File: config.mk
export PLATFORM = sky130hd
export DESIGN_NAME = hsv_to_rgb_converter_core
export DESIGN_NICKNAME = d
export VERILOG_FILES = /design/src/hsv2rgb_pkg.sv /design/src/hsv2rgb_front.sv /design/src/hsv2rgb_scale.sv /design/src/hsv_to_rgb_converter_core.sv
export SDC_FILE = /design/constraint.sdc
export NUM_CORES = 2
export LEC_CHECK = 0
export BUFFER_PORTS_ARGS = -buffer_cell sky130_fd_sc_hd__clkbuf_2
export CORE_ASPECT_RATIO = 0.6
export CORE_UTILIZATION = 55
export CTS_CLUSTER_DIAMETER = 150
export DETAILED_ROUTE_END_ITERATION = 10
export PLACE_DENSITY = 0.71
export SLEW_MARGIN = 10
export SYNTH_ARGS = -nofsm -noshare
export SYNTH_HDL_FRONTEND = slang
export SYNTH_HIERARCHICAL = 1
export SYNTH_SLANG_ARGS = --single-unit
File: constraint.sdc
create_clock -name clk -period 7 [get_ports clk]
set_input_delay 0.7 -clock clk [delete_from_list [all_inputs] [get_ports clk]]
set_output_delay 0.7 -clock clk [all_outputs]
set_load 0.05 [all_outputs]
File: src/hsv2rgb_pkg.sv
`timescale 1ns / 1ps

package hsv2rgb_pkg;

  localparam int HUE_W    = 9;
  localparam int PCT_W    = 7;
  localparam int CH_W     = 8;
  localparam int SV_W     = 14;   // s*v and v*(100-s) stay at or below 10000
  localparam int FRAC_W   = 6;    // ramp position within a sector, 0..60
  localparam int HM_W     = 7;    // hue folded onto 0..119
  localparam int NUM_W    = 20;   // channel numerator in units of 1/600000
  localparam int DIV_W    = 18;   // numerator*17/64, at most 159375
  localparam int RECIP_W  = 15;
  localparam int RECIP_SH = 24;

  localparam logic [HUE_W-1:0] HUE_TURN    = HUE_W'(360);
  localparam logic [PCT_W-1:0] PCT_FULL    = PCT_W'(100);
  localparam int               SECTOR_DEG  = 60;
  localparam int               SCALE_MUL   = 17;     // 255/600000 = 17/(64*625)
  localparam int               SCALE_SHIFT = 6;
  localparam int               SCALE_DIV   = 625;
  // floor(2^24 / 625), estimate is never high and at most one low
  localparam logic [RECIP_W-1:0] RECIP_625 = RECIP_W'(26843);

  typedef enum logic [2:0] {
    SEC_RY = 3'd0,
    SEC_YG = 3'd1,
    SEC_GC = 3'd2,
    SEC_CB = 3'd3,
    SEC_BM = 3'd4,
    SEC_MR = 3'd5
  } sector_t;

  // advance strobes for the three register stages inside a unit
  typedef struct packed {
    logic st1;
    logic st2;
    logic st3;
  } stage_adv_t;

endpackage

File: src/hsv2rgb_front.sv
`timescale 1ns / 1ps

module hsv2rgb_front
  import hsv2rgb_pkg::*;
(
  input  logic                   clk,
  input  stage_adv_t             adv,
  input  logic [HUE_W-1:0]       hue,
  input  logic [PCT_W-1:0]       saturation,
  input  logic [PCT_W-1:0]       brightness,
  output sector_t                sector,
  output logic [NUM_W-1:0]       chroma,
  output logic [NUM_W-1:0]       second,
  output logic [NUM_W-1:0]       offset
);

  // stage 1: clamp, sector and ramp position
  logic [HUE_W-1:0]  h_c;
  logic [PCT_W-1:0]  s_c;
  logic [PCT_W-1:0]  v_c;
  logic [HM_W-1:0]   hm;
  sector_t           sec_next;
  logic [FRAC_W-1:0] frac_next;

  sector_t           sec1;
  logic [FRAC_W-1:0] frac1;
  logic [PCT_W-1:0]  s1;
  logic [PCT_W-1:0]  v1;

  always_comb begin
    h_c = (hue >= HUE_TURN) ? '0 : hue;
    s_c = (saturation > PCT_FULL) ? PCT_FULL : saturation;
    v_c = (brightness > PCT_FULL) ? PCT_FULL : brightness;

    if (h_c < HUE_W'(60))       sec_next = SEC_RY;
    else if (h_c < HUE_W'(120)) sec_next = SEC_YG;
    else if (h_c < HUE_W'(180)) sec_next = SEC_GC;
    else if (h_c < HUE_W'(240)) sec_next = SEC_CB;
    else if (h_c < HUE_W'(300)) sec_next = SEC_BM;
    else                        sec_next = SEC_MR;

    if (h_c >= HUE_W'(240))      hm = HM_W'(h_c - HUE_W'(240));
    else if (h_c >= HUE_W'(120)) hm = HM_W'(h_c - HUE_W'(120));
    else                         hm = HM_W'(h_c);

    // triangle wave: rises over even sectors, falls over odd ones
    if (hm >= HM_W'(SECTOR_DEG)) frac_next = FRAC_W'(HM_W'(120) - hm);
    else                         frac_next = FRAC_W'(hm);
  end

  always_ff @(posedge clk) begin
    if (adv.st1) begin
      sec1  <= sec_next;
      frac1 <= frac_next;
      s1    <= s_c;
      v1    <= v_c;
    end
  end

  // stage 2: percent products
  sector_t           sec2;
  logic [FRAC_W-1:0] frac2;
  logic [SV_W-1:0]   sv2;
  logic [SV_W-1:0]   vm2;

  always_ff @(posedge clk) begin
    if (adv.st2) begin
      sec2  <= sec1;
      frac2 <= frac1;
      sv2   <= SV_W'(s1) * SV_W'(v1);
      vm2   <= SV_W'(v1) * SV_W'(PCT_FULL - s1);
    end
  end

  // stage 3: components over the common denominator 600000
  always_ff @(posedge clk) begin
    if (adv.st3) begin
      sector <= sec2;
      chroma <= NUM_W'(sv2) * NUM_W'(SECTOR_DEG);
      second <= NUM_W'(frac2) * NUM_W'(sv2);
      offset <= NUM_W'(vm2) * NUM_W'(SECTOR_DEG);
    end
  end

endmodule

File: src/hsv2rgb_scale.sv
`timescale 1ns / 1ps

module hsv2rgb_scale
  import hsv2rgb_pkg::*;
(
  input  logic              clk,
  input  stage_adv_t        adv,
  input  logic [NUM_W-1:0]  num,
  output logic [CH_W-1:0]   level
);

  localparam int PRE_W  = NUM_W + 5;
  localparam int PROD_W = DIV_W + RECIP_W;

  // stage 1: times 17, drop 6 bits (floor composes exactly)
  logic [PRE_W-1:0] pre;
  logic [DIV_W-1:0] a1;

  assign pre = PRE_W'(num) * PRE_W'(SCALE_MUL);

  always_ff @(posedge clk) begin
    if (adv.st1) begin
      a1 <= pre[DIV_W+SCALE_SHIFT-1:SCALE_SHIFT];
    end
  end

  // stage 2: reciprocal estimate of a / 625
  logic [PROD_W-1:0] prod;
  logic [DIV_W-1:0]  a2;
  logic [CH_W-1:0]   est2;

  assign prod = PROD_W'(a1) * PROD_W'(RECIP_625);

  always_ff @(posedge clk) begin
    if (adv.st2) begin
      a2   <= a1;
      est2 <= prod[RECIP_SH+CH_W-1:RECIP_SH];
    end
  end

  // stage 3: one-step correction
  logic [DIV_W-1:0] rem;

  assign rem = a2 - DIV_W'(est2) * DIV_W'(SCALE_DIV);

  always_ff @(posedge clk) begin
    if (adv.st3) begin
      level <= (rem >= DIV_W'(SCALE_DIV)) ? est2 + CH_W'(1) : est2;
    end
  end

endmodule

File: src/hsv_to_rgb_converter_core.sv
`timescale 1ns / 1ps

// channel  direction  handshake              payload
// hsv      in         hsv_valid / hsv_ready  hue[8:0], saturation[6:0], brightness[6:0]
// rgb      out        rgb_valid / rgb_ready  red[7:0], green[7:0], blue[7:0]
//
// seven register stages; rgb_valid rises once a taken beat has moved from the first stage to the seventh
// one beat per cycle sustained while rgb_ready stays high; the chain of per-stage valid bits sets the rate
// rst (synchronous) clears only the valid bits; data registers are not reset
// a stall at rgb_ready holds only the full stages; bubbles still close up

module hsv_to_rgb_converter_core
  import hsv2rgb_pkg::*;
(
  input  logic             clk,
  input  logic             rst,
  input  logic             hsv_valid,
  output logic             hsv_ready,
  input  logic [HUE_W-1:0] hue,
  input  logic [PCT_W-1:0] saturation,
  input  logic [PCT_W-1:0] brightness,
  output logic             rgb_valid,
  input  logic             rgb_ready,
  output logic [CH_W-1:0]  red,
  output logic [CH_W-1:0]  green,
  output logic [CH_W-1:0]  blue
);

  localparam int NSTG = 7;

  // per-stage valid bits and advance strobes
  logic [NSTG-1:0] vld;
  logic [NSTG-1:0] en;

  always_comb begin
    en[NSTG-1] = !vld[NSTG-1] || rgb_ready;
    for (int i = NSTG - 2; i >= 0; i--) begin
      en[i] = !vld[i] || en[i+1];
    end
  end

  always_ff @(posedge clk) begin
    if (rst) begin
      vld <= '0;
    end else begin
      if (en[0]) vld[0] <= hsv_valid;
      for (int i = 1; i < NSTG; i++) begin
        if (en[i]) vld[i] <= vld[i-1];
      end
    end
  end

  assign hsv_ready = en[0];
  assign rgb_valid = vld[NSTG-1];

  // stages 1..3: clamp, products, chroma / secondary / offset
  stage_adv_t      front_adv;
  sector_t         sector;
  logic [NUM_W-1:0] chroma;
  logic [NUM_W-1:0] second;
  logic [NUM_W-1:0] offset;

  assign front_adv = '{st1: en[0], st2: en[1], st3: en[2]};

  hsv2rgb_front u_front (
    .clk        (clk),
    .adv        (front_adv),
    .hue        (hue),
    .saturation (saturation),
    .brightness (brightness),
    .sector     (sector),
    .chroma     (chroma),
    .second     (second),
    .offset     (offset)
  );

  // stage 4: sector places chroma and secondary, offset added to each
  logic [NUM_W-1:0] r_cmp, g_cmp, b_cmp;
  logic [NUM_W-1:0] r_num, g_num, b_num;

  always_comb begin
    case (sector)
      SEC_RY: begin r_cmp = chroma; g_cmp = second; b_cmp = '0;     end
      SEC_YG: begin r_cmp = second; g_cmp = chroma; b_cmp = '0;     end
      SEC_GC: begin r_cmp = '0;     g_cmp = chroma; b_cmp = second; end
      SEC_CB: begin r_cmp = '0;     g_cmp = second; b_cmp = chroma; end
      SEC_BM: begin r_cmp = second; g_cmp = '0;     b_cmp = chroma; end
      default: begin r_cmp = chroma; g_cmp = '0;    b_cmp = second; end
    endcase
  end

  // sums never pass 600000, so no carry out of NUM_W
  always_ff @(posedge clk) begin
    if (en[3]) begin
      r_num <= r_cmp + offset;
      g_num <= g_cmp + offset;
      b_num <= b_cmp + offset;
    end
  end

  // stages 5..7: floor(num * 255 / 600000) per channel
  stage_adv_t scale_adv;

  assign scale_adv = '{st1: en[4], st2: en[5], st3: en[6]};

  hsv2rgb_scale u_scale_r (.clk(clk), .adv(scale_adv), .num(r_num), .level(red));
  hsv2rgb_scale u_scale_g (.clk(clk), .adv(scale_adv), .num(g_num), .level(green));
  hsv2rgb_scale u_scale_b (.clk(clk), .adv(scale_adv), .num(b_num), .level(blue));

  // an accepted beat lands in the first stage
  a_accept_lands : assert property (@(posedge clk) disable iff (rst)
    hsv_valid && hsv_ready |=> vld[0])
    else $error("accepted beat missing from first stage");

  // a full stage that cannot advance keeps its beat
  a_mid_hold : assert property (@(posedge clk) disable iff (rst)
    vld[3] && !en[3] |=> vld[3])
    else $error("stalled middle stage dropped its beat");

  // a stalled beat at the output blocks the intake only when the pipe is full
  a_ready_full : assert property (@(posedge clk) disable iff (rst)
    !hsv_ready |-> (vld == {NSTG{1'b1}}) && !rgb_ready)
    else $error("intake stalled with a free stage");

  // reset empties the pipe
  a_reset_empty : assert property (@(posedge clk)
    rst |=> vld == '0)
    else $error("valid bits survive reset");

endmodule

==> results by group <==
GRT
  • GR Util All Layers: 0.249
  • Largest net degree at the start of global routing: between 70 and 80
  • Global route total overflow: 0
  • First-pass GRT wire length: around 170,000 um
  • Initial antenna violation count: 1
  • Vias in the first global route: roughly 32,000

Critical path
  • Gate family responsible for the most delay along the worst path: adder cells
  • Critical Path RT: about 7300 ps
  • Slowest CP cell: a2111oi_0
  • Critical path's most frequent cell: fa_1
  • R2r setup slk: roughly 660 ps
  • Critical Path Fanout Max: 4
  • Critical path class: reg2reg
  • Crit end category: flop
  • Crit start category: flop
  • CP peak stage delay: 580 ps
  • Arr. time, crit path: roughly 6700 ps
  • Bufs and invs on worst path: 4
  • Cell breakdown of the critical path: ha_1, inv_1, fa_1, fa_1, inv_1, fa_1, fa_1, inv_1, fa_1, inv_1, ha_1, a21oi_1, o21ai_0, a31oi_1, a21oi_1, nor2_1, a21oi_1, and4_1, a2111oi_0, xnor2_1

Die
  • Number of placement rows: between 80 and 90
  • DIE HEIGHT: around 230 um
  • Boundary pin count: 53
  • Die area: ~85,000 um^2
  • Area of the core: between 80,000 and 90,000 um^2
  • Die W: ~380 um
  • Initial Util: 0.562

Clock network
  • Clock transition at the registers of the reported paths: 60 ps
  • CTS H-Tree Depth: 2
  • CTS buffer count: 39
  • CTS tree: done
  • Worst-skew pair later-pin latency: around 590 ps
  • Post-CTS Setup Bufs: 0
  • Hold-fix buffers at CTS: 0
  • Clock Path Buffers: 3
  • CTS sink cnt: between 300 and 400
  • Root Buffer: clkbuf_16
  • Cells resized by post-CTS repair: 0

STA
  • Final min period: about 6300 ps
  • Worst-Margin Slew: between 1000 and 1500 ps
  • Final hold viol count: 0
  • Fin. max-slew vios: 0
  • TNS Setup: 0 ps
  • Final worst-path cycle share: 0.906
  • RSZ-0062 raised after global routing: no
  • Skew final: 26.8 ps
  • Fmax achieved: between 0.15 and 0.2 GHz
  • Rel. slew slack: 0.214
  • Final setup fails: 0

Final layout
  • Area grow syn2layout: 6.13%
  • N_diodes: 0
  • Share of cells above drive strength 1: 0.0424
  • Final net count: ~6,000
  • Final instance area: roughly 50,000 um^2
  • Filler cell count: slightly below 7,000

Drt
  • 1st-pass router iterations: 6
  • Total wire length: between 100,000 and 150,000 um
  • DRT antenna net count: 0
  • Vias: roughly 32,000
  • WL/cell: ~18 um
  • Drt first-iter violations: 2,315
  • Vias per Instance: ~5.5
  • Drt drc: 0

Yosys
  • Post-synthesis register bit count: 340
  • Synth Area in Simple Gates: 0.0851
  • Synth Area in XOR/XNOR: 0.0446
  • Post-synth EDFFs: around 330
  • Ys async rst share: 0
  • Synth cell types: 111
  • Multiplexer share of the synthesized area: 0.00462
  • Post-synthesis cell area: approximately 46,000 um^2
  • Top_reg_cell synth: edfxtp_1
  • Compound-Gate Fraction of Synth Area: 0.114
  • Syn Inst Count: roughly 4,600
  • Sequential share of the synthesized area: 0.219
  • Main combinational cell family by area after synthesis: adder cells
  • Synth Area in Adders: 0.442
  • Synthesis Warnings: 6
  • Avg Cell Area, Syn: a little over 10 um^2

Place
  • DP Wirelength: between 80,000 and 90,000 um
  • Placed inst area: 47,800 um^2
  • Port-buffer cells: 52
  • RePlAce Congestion: between 0.9 and 1

Min path
  • HP Class: in2reg

Run
  • Max-Cap Viols: 0

Run status
  • Outcome: completed
[flip-flops by register name, indices dropped and copies added, names as in the netlist, 8 cells and up]
register	flops
b_num	20
g_num	20
r_num	20
u_front/second	20
u_front/offset	18
u_scale_b/a1	18
u_scale_b/a2	18
u_scale_g/a1	18
u_scale_g/a2	18
u_scale_r/a1	18
u_scale_r/a2	18
u_front/chroma	17
u_front/sv2	14
u_front/vm2	13
u_scale_b/est2	8
u_scale_b/level	8
u_scale_g/est2	8
u_scale_g/level	8
u_scale_r/est2	8
u_scale_r/level	8
[worst paths after layout]
kind                         from                end  depth (start not counted)
setup / recovery  u_scale_r/a1[9]  u_scale_r/est2[7]                         20
hold / removal      saturation[5]      u_front/s1[5]                          1
setup reg to reg  u_scale_r/a1[9]  u_scale_r/est2[7]                         20
hold reg to reg   u_front/sec2[0]  u_front/sector[0]                          0
[Yosys cell counts (9+ instances only)]
cell type / count / share of area
o2111ai_1: 11 / 0.0021
a211oi_1: 21 / 0.0034
nor2_1: 155 / 0.013
nand3_1: 46 / 0.0050
or2_2: 14 / 0.0019
a22o_1: 58 / 0.011
fa_1: 511 / 0.22
a21oi_1: 209 / 0.023
clkbuf_1: 36 / 0.0029
a21o_1: 73 / 0.012
o21ai_0: 98 / 0.011
xor2_1: 67 / 0.013
nor3_1: 67 / 0.0072
and2_1: 89 / 0.012
a31oi_1: 21 / 0.0028
o21a_1: 47 / 0.0076
nand2b_1: 29 / 0.0039
xnor2_1: 167 / 0.032
or3_1: 20 / 0.0027
nand2_1: 227 / 0.018
o21bai_1: 28 / 0.0045
and3_1: 32 / 0.0043
a2111oi_0: 10 / 0.0019
edfxtp_1: 333 / 0.22
o211a_1: 10 / 0.0022
o211ai_1: 9 / 0.0015
nand4_1: 22 / 0.0030
a221oi_1: 9 / 0.0017
inv_1: 1056 / 0.086
ha_1: 816 / 0.22
o31ai_1: 18 / 0.0029
a211o_1: 10 / 0.0019
mux2i_1: 12 / 0.0026
nor2b_1: 40 / 0.0054
[placed cells by master (no fill, tap or decap), types with 47 or more instances in the layout]
master    count
edfxtp_1    333
a21o_1       73
nor3_1       67
a22o_1       58
fa_1        511
xnor2_1     167
a21oi_1     209
o21ai_0      97
clkbuf_2     52
nand2_1     225
xor2_1       67
nor2_1      155
inv_1      1054
o21a_1       47
and2_1       89
ha_1        816
[per-stage QoR]
step | std cells | hold slack (ps) | setup WS (ps) | utilization
4_1_cts | 5765 | 259 | 753 | 0.596
3_3_place_gp | 5695 | 406 | 984 | 0.581
3_5_place_dp | 5695 | 406 | 775 | 0.581
6_report | 5765 | 300 | 656 | 0.596
5_1_grt | 5765 | 276 | 444 | 0.596
2_1_floorplan | 4560 | 400 | 1270 | -
[per-layer routing]
metal  wire [um]  vias up  global-route usage  part of all wire
li1            -    15300                   -                 -
met1       51900    15300               0.388              0.51
met2       40100      915               0.353              0.40
met3        7630      113              0.0518             0.075
met4        1680        2              0.0469             0.017
met5          20        -                   0           0.00020
[layout make-up]
| class | instances | area (um^2) | share of cell area |
|---|---|---|---|
| multi-input combinational | 3112 | 32000 | 0.651 |
| sequential | 340 | 10100 | 0.206 |
| inverter | 1056 | 3960 | 0.0807 |
| tap | 1120 | 1400 | 0.0285 |
| clock buffer | 47 | 1030 | 0.0209 |
| timing repair buffer | 67 | 373 | 0.00759 |
| clock inverter | 23 | 254 | 0.00517 |
[cell families (layout without fill, tap and decap cells)]
family,Yosys count,in the layout
compound gates,742,742
flops,340,340
buf+inv,1108,1193
xor+xnor,235,235
simple gates,785,785
fa+ha+maj,1327,1327
mux,19,19
other cells,1,4
Power is not shown: default switching activity piles up to over one toggle a cycle in this logic, so the estimate is an artifact.
